## config.mk

```make
export PLATFORM = sky130hd
export DESIGN_NAME = i2c_master_byte_controller_flat
export DESIGN_NICKNAME = d
export VERILOG_FILES = /design/src/rtl/core/i2cm_pkg.sv /design/src/rtl/core/i2cm_if.sv /design/src/rtl/core/i2cm_engine.sv /design/src/rtl/core/i2c_master_byte_controller.sv /design/src/flat_wrapper.sv
export SDC_FILE = /design/constraint.sdc
export NUM_CORES = 1
export LEC_CHECK = 0
export ABC_CLOCK_PERIOD_IN_PS = 7000
export BUFFER_PORTS_ARGS = -buffer_cell sky130_fd_sc_hd__buf_4
export CELL_PAD_IN_SITES_DETAIL_PLACEMENT = 2
export CELL_PAD_IN_SITES_GLOBAL_PLACEMENT = 2
export CORE_ASPECT_RATIO = 1.25
export CORE_UTILIZATION = 36
export CTS_BUF_LIST = sky130_fd_sc_hd__clkbuf_4 sky130_fd_sc_hd__clkbuf_8
export DETAILED_ROUTE_END_ITERATION = 10
export GPL_TIMING_DRIVEN = 0
export HOLD_SLACK_MARGIN = 0.02
export MAX_ROUTING_LAYER = met4
export PLACE_DENSITY_LB_ADDON = 0.12
export SYNTH_ARGS = -nofsm -noshare
export SYNTH_HDL_FRONTEND = slang
export SYNTH_SLANG_ARGS = --single-unit
```

## constraint.sdc

```tcl
create_clock -name clk -period 7 [get_ports clk]
set_input_delay 0.35 -clock clk [delete_from_list [all_inputs] [get_ports clk]]
set_output_delay 0.35 -clock clk [all_outputs]
set_load 0.005 [all_outputs]
```

## src/rtl/core/i2cm_pkg.sv

```systemverilog
// ----------------------------------------------------------------------------
// I2C master byte controller package
// Shared types, bus phase codes, command codes and register map.
// ----------------------------------------------------------------------------
`default_nettype none

package i2cm_pkg;

  localparam int unsigned APB_DATA_W = 32;
  localparam int unsigned APB_ADDR_W = 3;

  localparam logic [7:0] PHASE_TICKS_RESET = 8'd8;

  typedef enum logic [0:0] {
    REG_PHASE_TICKS = 1'b0
  } reg_index_t;

  typedef enum logic [1:0] {
    CMD_START = 2'd0,
    CMD_WRITE = 2'd1,
    CMD_READ  = 2'd2,
    CMD_STOP  = 2'd3
  } command_t;

  typedef enum logic [4:0] {
    PH_IDLE   = 5'd0,
    PH_ST_A   = 5'd1,
    PH_ST_B   = 5'd2,
    PH_WB_HI  = 5'd3,
    PH_WB_LO  = 5'd4,
    PH_WB_ACK = 5'd5,
    PH_WB_END = 5'd6,
    PH_RB_LO  = 5'd7,
    PH_RB_HI  = 5'd8,
    PH_RB_PRE = 5'd9,
    PH_RB_ACK = 5'd10,
    PH_RB_END = 5'd11,
    PH_SP_A   = 5'd12,
    PH_SP_B   = 5'd13
  } phase_t;

  typedef struct packed {
    logic       tick;
    logic       cmd_valid;
    logic [1:0] command;
    logic [6:0] address;
    logic       read_not_write;
    logic [7:0] write_data;
    logic       last_byte;
    logic       sda_in;
  } item_t;

  typedef struct packed {
    logic       scl_out;
    logic       sda_out;
    logic       busy_res;
    logic       done_res;
    logic [7:0] read_data;
    logic       acked;
    logic       transaction_ok;
  } result_t;

endpackage

`default_nettype wire

```

## src/rtl/core/i2cm_if.sv

```systemverilog
// ----------------------------------------------------------------------------
// I2C master channel interfaces
// Valid/ready channels for command words and result words.
// ----------------------------------------------------------------------------
`default_nettype none

interface i2cm_item_if;
  logic       valid;
  logic       ready;
  logic       tick;
  logic       cmd_valid;
  logic [1:0] command;
  logic [6:0] address;
  logic       read_not_write;
  logic [7:0] write_data;
  logic       last_byte;
  logic       sda_in;

  modport source (
    output valid, tick, cmd_valid, command, address, read_not_write,
           write_data, last_byte, sda_in,
    input  ready
  );

  modport sink (
    input  valid, tick, cmd_valid, command, address, read_not_write,
           write_data, last_byte, sda_in,
    output ready
  );
endinterface

interface i2cm_result_if;
  logic       valid;
  logic       ready;
  logic       scl_out;
  logic       sda_out;
  logic       busy_res;
  logic       done_res;
  logic [7:0] read_data;
  logic       acked;
  logic       transaction_ok;

  modport source (
    output valid, scl_out, sda_out, busy_res, done_res, read_data, acked,
           transaction_ok,
    input  ready
  );

  modport sink (
    input  valid, scl_out, sda_out, busy_res, done_res, read_data, acked,
           transaction_ok,
    output ready
  );
endinterface

`default_nettype wire

```

## src/rtl/core/i2cm_engine.sv

```systemverilog
// ----------------------------------------------------------------------------
// I2C master bus phase engine
// Holds the bus state and advances it by one word per step.
// ----------------------------------------------------------------------------
`default_nettype none

module i2cm_engine (
  input  wire logic             clk,
  input  wire logic             rst,
  input  wire logic             step,
  input  wire i2cm_pkg::item_t  item,
  input  wire logic [7:0]       phase_ticks,
  output i2cm_pkg::result_t     result
);
  import i2cm_pkg::*;

  phase_t     phase, phase_next;
  logic [3:0] bit_count, bit_count_next;
  logic [7:0] shift_byte, shift_byte_next;
  logic [7:0] tick_count, tick_count_next;
  logic       scl_level, scl_level_next;
  logic       sda_level, sda_level_next;
  logic       address_acked, address_acked_next;
  logic       nack_seen, nack_seen_next;
  logic       data_acked_any, data_acked_any_next;
  logic       read_mode, read_mode_next;
  logic       final_read, final_read_next;
  logic       last_ack, last_ack_next;
  logic [7:0] read_hold, read_hold_next;
  logic       sending_address, sending_address_next;

  logic       done;
  logic       tok;
  logic [7:0] limit;
  logic [7:0] tick_inc;
  logic [3:0] bit_inc;

  always_ff @(posedge clk) begin
    if (rst) begin
      phase           <= PH_IDLE;
      bit_count       <= '0;
      shift_byte      <= '0;
      tick_count      <= '0;
      scl_level       <= 1'b1;
      sda_level       <= 1'b1;
      address_acked   <= 1'b0;
      nack_seen       <= 1'b0;
      data_acked_any  <= 1'b0;
      read_mode       <= 1'b0;
      final_read      <= 1'b0;
      last_ack        <= 1'b0;
      read_hold       <= '0;
      sending_address <= 1'b0;
    end else if (step) begin
      phase           <= phase_next;
      bit_count       <= bit_count_next;
      shift_byte      <= shift_byte_next;
      tick_count      <= tick_count_next;
      scl_level       <= scl_level_next;
      sda_level       <= sda_level_next;
      address_acked   <= address_acked_next;
      nack_seen       <= nack_seen_next;
      data_acked_any  <= data_acked_any_next;
      read_mode       <= read_mode_next;
      final_read      <= final_read_next;
      last_ack        <= last_ack_next;
      read_hold       <= read_hold_next;
      sending_address <= sending_address_next;
    end
  end

  assign limit    = (phase_ticks == 8'd0) ? 8'd1 : phase_ticks;
  assign tick_inc = tick_count + 8'd1;
  assign bit_inc  = bit_count + 4'd1;

  always_comb begin
    phase_next           = phase;
    bit_count_next       = bit_count;
    shift_byte_next      = shift_byte;
    tick_count_next      = tick_count;
    scl_level_next       = scl_level;
    sda_level_next       = sda_level;
    address_acked_next   = address_acked;
    nack_seen_next       = nack_seen;
    data_acked_any_next  = data_acked_any;
    read_mode_next       = read_mode;
    final_read_next      = final_read;
    last_ack_next        = last_ack;
    read_hold_next       = read_hold;
    sending_address_next = sending_address;
    done                 = 1'b0;
    tok                  = 1'b0;

    if (phase == PH_IDLE) begin
      if (item.cmd_valid) begin
        tick_count_next = '0;
        case (command_t'(item.command))
          CMD_START: begin
            address_acked_next   = 1'b0;
            nack_seen_next       = 1'b0;
            data_acked_any_next  = 1'b0;
            read_mode_next       = item.read_not_write;
            sending_address_next = 1'b1;
            shift_byte_next      = {item.address, item.read_not_write};
            bit_count_next       = '0;
            sda_level_next       = 1'b0;
            phase_next           = PH_ST_A;
          end
          CMD_WRITE: begin
            if (!address_acked || nack_seen) begin
              last_ack_next = 1'b0;
              done          = 1'b1;
            end else begin
              sending_address_next = 1'b0;
              shift_byte_next      = item.write_data;
              bit_count_next       = '0;
              sda_level_next       = item.write_data[7];
              scl_level_next       = 1'b1;
              phase_next           = PH_WB_HI;
            end
          end
          CMD_READ: begin
            if (!address_acked) begin
              done = 1'b1;
            end else begin
              final_read_next = item.last_byte;
              shift_byte_next = '0;
              bit_count_next  = '0;
              sda_level_next  = 1'b1;
              phase_next      = PH_RB_LO;
            end
          end
          default: begin
            scl_level_next = 1'b1;
            phase_next     = PH_SP_A;
          end
        endcase
      end
    end else if (item.tick) begin
      if (tick_inc >= limit) begin
        tick_count_next = '0;
        case (phase)
          PH_ST_A: begin
            scl_level_next = 1'b0;
            phase_next     = PH_ST_B;
          end
          PH_ST_B: begin
            sda_level_next = shift_byte[7];
            scl_level_next = 1'b1;
            phase_next     = PH_WB_HI;
          end
          PH_WB_HI: begin
            scl_level_next  = 1'b0;
            shift_byte_next = {shift_byte[6:0], 1'b0};
            bit_count_next  = bit_inc;
            phase_next      = PH_WB_LO;
          end
          PH_WB_LO: begin
            if (bit_count < 4'd8) begin
              sda_level_next = shift_byte[7];
              scl_level_next = 1'b1;
              phase_next     = PH_WB_HI;
            end else begin
              sda_level_next = 1'b1;
              scl_level_next = 1'b1;
              phase_next     = PH_WB_ACK;
            end
          end
          PH_WB_ACK: begin
            last_ack_next  = ~item.sda_in;
            scl_level_next = 1'b0;
            sda_level_next = 1'b0;
            phase_next     = PH_WB_END;
          end
          PH_WB_END: begin
            if (sending_address) begin
              address_acked_next = last_ack;
            end else if (last_ack) begin
              data_acked_any_next = 1'b1;
            end else begin
              nack_seen_next = 1'b1;
            end
            done       = 1'b1;
            phase_next = PH_IDLE;
          end
          PH_RB_LO: begin
            scl_level_next  = 1'b1;
            shift_byte_next = {shift_byte[6:0], item.sda_in};
            phase_next      = PH_RB_HI;
          end
          PH_RB_HI: begin
            scl_level_next = 1'b0;
            bit_count_next = bit_inc;
            phase_next     = (bit_inc >= 4'd8) ? PH_RB_PRE : PH_RB_LO;
          end
          PH_RB_PRE: begin
            sda_level_next = final_read;
            scl_level_next = 1'b1;
            phase_next     = PH_RB_ACK;
          end
          PH_RB_ACK: begin
            scl_level_next = 1'b0;
            sda_level_next = 1'b0;
            phase_next     = PH_RB_END;
          end
          PH_RB_END: begin
            read_hold_next = shift_byte;
            done           = 1'b1;
            phase_next     = PH_IDLE;
          end
          PH_SP_A: begin
            sda_level_next = 1'b1;
            phase_next     = PH_SP_B;
          end
          PH_SP_B: begin
            tok        = read_mode ? address_acked
                                   : (address_acked && !nack_seen && data_acked_any);
            done       = 1'b1;
            phase_next = PH_IDLE;
          end
          default: begin
            phase_next = PH_IDLE;
          end
        endcase
      end else begin
        tick_count_next = tick_inc;
      end
    end

    result.scl_out        = scl_level_next;
    result.sda_out        = sda_level_next;
    result.busy_res       = (phase_next != PH_IDLE);
    result.done_res       = done;
    result.read_data      = read_hold_next;
    result.acked          = last_ack_next;
    result.transaction_ok = tok;
  end

endmodule

`default_nettype wire

```

## src/rtl/core/i2c_master_byte_controller.sv

```systemverilog
// Each command word passes through the input register, then the result register.
// Throughput: one word per cycle while the sink takes results; when the sink
// stalls, the input register can still take one word before req.ready drops.
// Reset (rst, synchronous): bus lines released, phase idle, flags cleared,
// phase_ticks back to 8.
// ----------------------------------------------------------------------------
// I2C master byte controller
// Tick-paced I2C master with an APB register port and word channels.
// ----------------------------------------------------------------------------
`default_nettype none

module i2c_master_byte_controller (
  input  wire logic                             clk,
  input  wire logic                             rst,
  i2cm_item_if.sink                             req,
  i2cm_result_if.source                         rsp,
  input  wire logic                             psel,
  input  wire logic                             penable,
  input  wire logic                             pwrite,
  input  wire logic [i2cm_pkg::APB_ADDR_W-1:0]  paddr,
  input  wire logic [i2cm_pkg::APB_DATA_W-1:0]  pwdata,
  output logic      [i2cm_pkg::APB_DATA_W-1:0]  prdata,
  output logic                                  pready
);
  import i2cm_pkg::*;

  logic [7:0] phase_ticks_q;
  item_t      item_q;
  logic       item_valid;
  result_t    result;
  result_t    res_q;
  logic       res_valid;
  logic       step;
  logic       cfg_write;
  reg_index_t cfg_index;

  assign cfg_index   = reg_index_t'(paddr[APB_ADDR_W-1]);
  assign pready      = 1'b1;
  assign cfg_write   = psel && penable && pwrite && pready;

  always_ff @(posedge clk) begin
    if (rst) begin
      phase_ticks_q <= PHASE_TICKS_RESET;
    end else if (cfg_write && (cfg_index == REG_PHASE_TICKS)) begin
      phase_ticks_q <= pwdata[7:0];
    end
  end

  always_comb begin
    prdata = '0;
    case (cfg_index)
      REG_PHASE_TICKS: prdata = {{(APB_DATA_W-8){1'b0}}, phase_ticks_q};
      default:         prdata = '0;
    endcase
  end

  assign step      = item_valid && (!res_valid || rsp.ready);
  assign req.ready = !item_valid || step;

  always_ff @(posedge clk) begin
    if (rst) begin
      item_valid <= 1'b0;
    end else if (req.ready) begin
      item_valid <= req.valid;
    end
  end

  always_ff @(posedge clk) begin
    if (req.valid && req.ready) begin
      item_q.tick           <= req.tick;
      item_q.cmd_valid      <= req.cmd_valid;
      item_q.command        <= req.command;
      item_q.address        <= req.address;
      item_q.read_not_write <= req.read_not_write;
      item_q.write_data     <= req.write_data;
      item_q.last_byte      <= req.last_byte;
      item_q.sda_in         <= req.sda_in;
    end
  end

  i2cm_engine u_engine (
    .clk         (clk),
    .rst         (rst),
    .step        (step),
    .item        (item_q),
    .phase_ticks (phase_ticks_q),
    .result      (result)
  );

  always_ff @(posedge clk) begin
    if (rst) begin
      res_valid <= 1'b0;
    end else if (step) begin
      res_valid <= 1'b1;
    end else if (rsp.ready) begin
      res_valid <= 1'b0;
    end
  end

  always_ff @(posedge clk) begin
    if (step) begin
      res_q <= result;
    end
  end

  assign rsp.valid          = res_valid;
  assign rsp.scl_out        = res_q.scl_out;
  assign rsp.sda_out        = res_q.sda_out;
  assign rsp.busy_res       = res_q.busy_res;
  assign rsp.done_res       = res_q.done_res;
  assign rsp.read_data      = res_q.read_data;
  assign rsp.acked          = res_q.acked;
  assign rsp.transaction_ok = res_q.transaction_ok;

endmodule

`default_nettype wire

```

## src/flat_wrapper.sv

```systemverilog
// flat-port wrapper written by rule: the top's interface ports become plain ports
module i2c_master_byte_controller_flat import i2cm_pkg::*;
  (clk, rst, psel, penable, pwrite, paddr, pwdata, prdata, pready, req_valid, req_tick, req_cmd_valid, req_command, req_address, req_read_not_write, req_write_data, req_last_byte, req_sda_in, req_ready, rsp_valid, rsp_scl_out, rsp_sda_out, rsp_busy_res, rsp_done_res, rsp_read_data, rsp_acked, rsp_transaction_ok, rsp_ready);
  i2cm_item_if req_i ();
  i2cm_result_if rsp_i ();
  input  wire logic clk;
  input  wire logic rst;
  input  wire logic psel;
  input  wire logic penable;
  input  wire logic pwrite;
  input  wire logic [i2cm_pkg::APB_ADDR_W-1:0] paddr;
  input  wire logic [i2cm_pkg::APB_DATA_W-1:0] pwdata;
  output logic      [i2cm_pkg::APB_DATA_W-1:0] prdata;
  output logic pready;
  input wire logic [$bits(req_i.valid)-1:0] req_valid;
  input wire logic [$bits(req_i.tick)-1:0] req_tick;
  input wire logic [$bits(req_i.cmd_valid)-1:0] req_cmd_valid;
  input wire logic [$bits(req_i.command)-1:0] req_command;
  input wire logic [$bits(req_i.address)-1:0] req_address;
  input wire logic [$bits(req_i.read_not_write)-1:0] req_read_not_write;
  input wire logic [$bits(req_i.write_data)-1:0] req_write_data;
  input wire logic [$bits(req_i.last_byte)-1:0] req_last_byte;
  input wire logic [$bits(req_i.sda_in)-1:0] req_sda_in;
  output wire logic [$bits(req_i.ready)-1:0] req_ready;
  output wire logic [$bits(rsp_i.valid)-1:0] rsp_valid;
  output wire logic [$bits(rsp_i.scl_out)-1:0] rsp_scl_out;
  output wire logic [$bits(rsp_i.sda_out)-1:0] rsp_sda_out;
  output wire logic [$bits(rsp_i.busy_res)-1:0] rsp_busy_res;
  output wire logic [$bits(rsp_i.done_res)-1:0] rsp_done_res;
  output wire logic [$bits(rsp_i.read_data)-1:0] rsp_read_data;
  output wire logic [$bits(rsp_i.acked)-1:0] rsp_acked;
  output wire logic [$bits(rsp_i.transaction_ok)-1:0] rsp_transaction_ok;
  input wire logic [$bits(rsp_i.ready)-1:0] rsp_ready;
  assign req_i.valid = req_valid;
  assign req_i.tick = req_tick;
  assign req_i.cmd_valid = req_cmd_valid;
  assign req_i.command = req_command;
  assign req_i.address = req_address;
  assign req_i.read_not_write = req_read_not_write;
  assign req_i.write_data = req_write_data;
  assign req_i.last_byte = req_last_byte;
  assign req_i.sda_in = req_sda_in;
  assign req_ready = req_i.ready;
  assign rsp_valid = rsp_i.valid;
  assign rsp_scl_out = rsp_i.scl_out;
  assign rsp_sda_out = rsp_i.sda_out;
  assign rsp_busy_res = rsp_i.busy_res;
  assign rsp_done_res = rsp_i.done_res;
  assign rsp_read_data = rsp_i.read_data;
  assign rsp_acked = rsp_i.acked;
  assign rsp_transaction_ok = rsp_i.transaction_ok;
  assign rsp_i.ready = rsp_ready;
  i2c_master_byte_controller u_core (.clk(clk), .rst(rst), .req(req_i), .rsp(rsp_i), .psel(psel), .penable(penable), .pwrite(pwrite), .paddr(paddr), .pwdata(pwdata), .prdata(prdata), .pready(pready));
endmodule
```

==> results.cfg, run 1 <==
[worst_setup_path]
worstPathArrival_ns = 4.05
startpoint_type = flip-flop
crit_type = reg -> reg
worstSetupStartpoint = u_core.u_engine.tick_count[2]$_SDFFE_PP0P_
setup.worst_path.end_class = flip-flop
r2r-start = u_core.u_engine.tick_count[2]$_SDFFE_PP0P_
crit_required_ns = 7.23
worstPathMaxFanout = 10

[sta]
period_share_pct = 54.6
report.final.slew_viol_count = 0
slew-limit-headroom_pct = 23.1
hold_viol_final = 0
tightestPinTransition_ns = 1.15
finalWorstSetupSlack_ns = 3.18
finalSetupTns_ns = 0
fin_skew_ns = 0.0139
final.min_clock_period_ns = 3.82
setup_viol = 0
max_freq_ghz = 0.261
rsz0062_at_grt = false

[cts]
cts_resized = 0
cts.clk_slew.worst_paths_ns = 0.10
cts_buffer_depth = 2
clock_latency_ns = 0.37
cts_buffers = 9
cts_root_buf = clkbuf_8
cts_post_setup_buffers_inserted = 0
ctsHtreeMaxLevel = 3
cts_tree = done
ctsHoldBuffers = 0
cts_sinks = 88

[die]
design.core.area_um2 = 12800
io_pins = 113
die-area_um2 = 13700
num_rows = 46
die_y_um = 131
die_w_um = 105
start_util_pct = 37.2

[synthesis]
synthArstFlopShare_pct = 0
synth_warnings = 0
synth_ff_type = dfxtp_1
avgSynthCellArea_um2 = 8.88
synth_edf_count = 36
ys_seq_elements = 88
syn-instance-count = 536
synthDistinctLibCells = 62
seq_area_frac_synth_pct = 44.6
netlist_area_um2 = 4760

[placed_design]
pre_cts_ws_ns = 3.24
io_buffer_count = 59
placed_area_um2 = 5500
dp_hpwl_um = 11900
routabilityCongestion = 0.853

[min_path]
hold_path_class = in -> reg
hold_start = req_address[3]

[finish]
utilization_pct = 45.0
area_delta_synth_final_pct = 20.8
drive_gt1_share_pct = 20.2
fin_nets = 707
antenna_cells = 0
nFillCells = 1483
final_cell_area_um2 = 5750

[global_route]
grt_max_degree = 24
track_usage_pct = 24.6
grt_pass1_vias = 4611
antenna_found_initial = 0
grt_pass1_wl_um = 25000
grt.overflow.total = 0

[power]
leakage_nw = 2.30
p_per_area_nw_per_um2 = 205
total_power_w = 0.00118
max-vdd-ir-drop_v = 0.0000980

[routing]
ant_nets = 0
drt-initial-drc-count = 150
vias = 4310
vias_per_cell = 5.37
drc = 0
first_pass_iters = 4
wl_per_cell_um = 19.5
wl_um = 15700

[outcome]
status = completed

[run]
maxCapViolations = 0
worst paths after layout:
| kind | depth (start not counted) | slack (ns) | end |
|---|---|---|---|
| max | 12 | 3.18 | u_core.u_engine.shift_byte[0]$_SDFFE_PP0P_ |
| min | 1 | 0.15 | u_core.item_q[14]$_DFFE_PP_ |
| max reg2reg | 12 | 3.18 | u_core.u_engine.shift_byte[0]$_SDFFE_PP0P_ |
| min reg2reg | 2 | 0.47 | u_core.phase_ticks_q[7]$_SDFFE_PP0P_ |
cell type report:
type	count	area (um2)	share of cell area (%)
Buffer	53	309	5.38
Clock buffer	10	131	2.29
Clock inverter	6	118	2.05
Inverter	19	71.3	1.24
Multi-Input combinational cell	399	2340	40.8
Sequential cell	88	2120	36.9
Tap cell	168	210	3.66
Timing Repair Buffer	59	443	7.71
sequential cells by signal, summed over array words and instances, names as in the netlist, 4 cells and up:
| name | count |
|---|---|
| u_core.item_q | 22 |
| u_core.phase_ticks_q | 8 |
| u_core.rsp.read_data | 8 |
| u_core.u_engine.bit_count | 4 |
| u_core.u_engine.phase | 5 |
| u_core.u_engine.read_hold | 8 |
| u_core.u_engine.shift_byte | 8 |
| u_core.u_engine.tick_count | 8 |
power breakdown:
| part | internal (W) | switching, W | total, W |
|---|---|---|---|
| registers | 0.000552 | 0.0000120 | 0.000564 |
| logic | 0.0000675 | 0.000106 | 0.000174 |
| clock network | 0.000244 | 0.000194 | 0.000438 |
cell families after synthesis:
kind of cell	Yosys count	synth area share (%)
mux	12	2.73
xor+xnor	9	1.66
other cells	2	0.158
buf+inv	72	7.99
compound gates	148	20.0
simple gates	191	19.2
fa+ha+maj	14	3.68
flops	88	44.6
through the flow:
| stage | hold WS [ns] | instances |
|---|---|---|
| finish | 0.150 | 802 |
| global route | 0.126 | 802 |
| CTS | 0.136 | 802 |
| detailed placement | 0.448 | 786 |
| global placement | 0.434 | 786 |
| floorplan | 0.425 | 559 |
placed cells by master (no fill, tap or decap), drive strengths merged, types with 14 or more instances in the layout:
| cell | synthesis | final |
|---|---|---|
| conb | 2 | 25 |
| nor2 | 51 | 51 |
| inv | 17 | 18 |
| a21oi | 56 | 56 |
| edfxtp | 36 | 36 |
| nand2 | 64 | 64 |
| buf | 34 | 93 |
| ha | 14 | 14 |
| o21ai | 28 | 28 |
| dfxtp | 52 | 52 |
| clkbuf | 19 | 29 |
layer usage:
metal / up-vias / global-route usage [%] / routed length, um
li1: 2066 / - / -
met1: 2111 / 26.9 / 6280
met2: 102 / 45.5 / 8340
met3: 31 / 2.83 / 583
met4: 0 / 10.8 / 442
met5: - / - / 0
Yosys cell counts, types with 4 or more instances:
cell type	instances	area [um2]
nand3_1	12	60.1
and3_1	8	50.1
nand2b_1	4	25.0
o211a_1	5	50.1
o21ai_0	25	125
clkbuf_1	19	71.3
mux2i_1	4	40.0
nand2_1	64	240
o211ai_1	4	30.0
nor2_1	51	191
nor2b_1	8	50.1
buf_4	27	203
buf_2	7	35.0
a21oi_1	56	280
a22oi_1	4	30.0
or3_1	7	43.8
edfxtp_1	36	1080
ha_1	14	175
a221oi_1	7	61.3
dfxtp_1	52	1040
inv_1	17	63.8
xnor2_1	6	52.6
and2_1	6	37.5
a31oi_1	8	50.1
nor3_1	12	60.1
mux2_2	8	90.1
worst max-delay path, cell delays in order, from the launching register on:
cell and delay [ns]:
dfxtp_1 0.43, and3_1 0.22, and3_1 0.24, nand3_1 0.13, xnor2_1 0.26, ha_1 0.30, and3_1 0.22, a221oi_2 0.58
nand3_1 0.43, nand3_1 0.36, buf_4 0.24, mux2i_1 0.21, nor2_1 0.06
Power figures use the tool's default switching activity.
==> run 2: changes to the inputs <==
--- a/config.mk
+++ b/config.mk
@@ -5,12 +5,12 @@
 export SDC_FILE = /design/constraint.sdc
 export NUM_CORES = 1
 export LEC_CHECK = 0
-export ABC_CLOCK_PERIOD_IN_PS = 7000
+export ABC_CLOCK_PERIOD_IN_PS = 3300
 export BUFFER_PORTS_ARGS = -buffer_cell sky130_fd_sc_hd__buf_4
 export CELL_PAD_IN_SITES_DETAIL_PLACEMENT = 2
 export CELL_PAD_IN_SITES_GLOBAL_PLACEMENT = 2
 export CORE_ASPECT_RATIO = 1.25
-export CORE_UTILIZATION = 36
+export CORE_UTILIZATION = 30
 export CTS_BUF_LIST = sky130_fd_sc_hd__clkbuf_4 sky130_fd_sc_hd__clkbuf_8
 export DETAILED_ROUTE_END_ITERATION = 10
 export GPL_TIMING_DRIVEN = 0
==> constraint.sdc (replaced) <==
create_clock -name clk -period 3.3 [get_ports clk]
set_input_delay 0.165 -clock clk [delete_from_list [all_inputs] [get_ports clk]]
set_output_delay 0.165 -clock clk [all_outputs]
set_load 0.005 [all_outputs]
==> run 2 against run 1 <==
- worst hold slack got worse by 0.11 ns
- largest power group unchanged
- non-clock buffer count increased by 30
- wire length increased by 4.1%
- fmax increased by 21%
- global-route usage decreased by 3.3 points
- critical path depth increased by 1
==> results.cfg, run 2 (same netlist as run 1, synthesis figures left out) <==
[outcome]
status = completed

[finish]
final_cell_mix = buf_4, nand2_1, a21oi_1, nor2_1, dfxtp_1
antenna_cells = 0
layout_commonest_cell = buf_4
area_delta_synth_final_pct = 29.8
fin_nets = 737
drive_gt1_share_pct = 22.7
nFillCells = 1787
utilization_pct = 39.7
largest_reg_flops = 22
seqCellArea_um2 = 2130
largest-register = u_core.item_q
final_cell_area_um2 = 6170
multi_input_area_um2 = 2440

[worst_setup_path]
crit_required_ns = 3.61
crit_path_top_delay_cell = or3_4
path_delay_family = simple AND/OR/NAND/NOR gates
worstPathMaxFanout = 6
cpPeakStageDelay_ns = 0.44
path_buf_inv = 2
setup.worst_path.end_class = flip-flop
crit_type = reg -> reg
worstPathArrival_ns = 3.48
startpoint_type = flip-flop
path_cells = and3_1, and3_4, nand3_1, xnor2_2, ha_4, and3_2, a221oi_4, buf_4, inv_1, o21ai_2, or3_4, or4_1, a31oi_1

[sta]
setup_viol = 0
hold_viol_final = 0
max_freq_ghz = 0.316
finalSetupTns_ns = 0
fin_skew_ns = 0.0102
report.final.slew_viol_count = 0
slew-limit-headroom_pct = 16.4
period_share_pct = 96.0
final.min_clock_period_ns = 3.17
tightestPinTransition_ns = 1.25

[routing]
drc = 0
drt-initial-drc-count = 155
vias_per_cell = 5.08
vias = 4454
wl_um = 16300
wl_per_cell_um = 18.6
ant_nets = 0
first_pass_iters = 4

[power]
p_per_area_nw_per_um2 = 392
max-vdd-ir-drop_v = 0.000205
leakage_nw = 2.44

[cts]
cts_root_buf = clkbuf_8
cts_tree = done
cts_buffer_depth = 2
clock_latency_ns = 0.38
cts_buffers = 9
ctsHtreeMaxLevel = 3
cts.clk_slew.worst_paths_ns = 0.10
cts_sinks = 88

[die]
start_util_pct = 30.6
die_w_um = 115
die-area_um2 = 16400
num_rows = 51
io_pins = 113
die_y_um = 143
design.core.area_um2 = 15600

[global_route]
grt_pass1_vias = 4855
grt_max_degree = 24
grt_pass1_wl_um = 25700
grt.overflow.total = 0
antenna_found_initial = 0
track_usage_pct = 21.3

[run]
maxCapViolations = 0

[min_path]
hold_path_class = in -> reg

[placed_design]
io_buffer_count = 59
dp_hpwl_um = 12100
placed_area_um2 = 5550
routabilityCongestion = 0.839
-- run 2: changes by cell type in the layout (fill, tap and decap cells not counted), sizes merged --
cell / previous run / this run
clkinvlp: 1 / 0
buf: 93 / 98
clkinv: 3 / 5
dlygate4sd3: 0 / 25
inv: 18 / 19
bufinv: 3 / 1
-- run 2: timing repair --
item | 4_1_cts | 5_1_grt
gates resized for setup | 12 | 13
endpoints found under the hold margin | 25 | 0
pin swaps | 1 | 5
buffers inserted | 4 | 1
endpoints found under the setup margin | 42 | 48
hold buffers | 25 | 0
-- run 2: stage by stage --
| stage | instances | hold slack [ns] | setup WS (ns) | power, W |
|---|---|---|---|---|
| finish | 876 | 0.0389 | 0.132 | 0.00242 |
| global route | 876 | 0.0277 | -0.0462 | 0.00253 |
| global placement | 830 | 0.344 | -0.258 | 0.00158 |
| detailed placement | 830 | 0.345 | -0.317 | 0.00159 |
| CTS | 875 | 0.0202 | -0.0196 | 0.00245 |
| floorplan | 559 | 0.264 | 0.337 | 0.00144 |
-- run 2: cell type report --
type	instances	area share, %
plain buffers	53	5.11
well taps	212	4.30
clock buffers	10	2.23
flip-flops and latches	88	34.5
inverters	19	1.16
multi-input cells	399	39.5
clock inverters	6	1.20
repair buffers	89	12.0
-- run 2: path summary, 6_finish.rpt --
kind	start	end	slack [ns]	depth (start not counted)
max	u_core.u_engine.tick_count[2]$_SDFFE_PP0P_	u_core.u_engine.last_ack$_SDFFE_PP0P_	0.13	13
min reg2reg	u_core.u_engine.read_hold[5]$_SDFFE_PP0P_	u_core.u_engine.read_hold[5]$_SDFFE_PP0P_	0.46	2
max reg2reg	u_core.u_engine.tick_count[2]$_SDFFE_PP0P_	u_core.u_engine.last_ack$_SDFFE_PP0P_	0.13	13
min	pwdata[0]	u_core.phase_ticks_q[0]$_SDFFE_PP0P_	0.04	3
-- run 2: worst min-delay path, cell delays in order --
cell,delay [ns]
buf_4,0.11
nand2_1,0.05
a21oi_1,0.05
-- run 2: metal layers --
metal | global-route usage (%) | up-vias | wire length, um
li1 | - | 2126 | -
met1 | 23.3 | 2224 | 6690
met2 | 39.1 | 80 | 8870
met3 | 3.44 | 24 | 413
met4 | 6.84 | 0 | 318
met5 | - | - | 0
-- run 2: power by group --
group	switching (W)	total, W	internal (W)	leakage [nW]
registers	0.0000247	0.00119	0.00117	0.770
logic	0.000237	0.000402	0.000165	1.56
clock network	0.000445	0.000826	0.000380	0.107
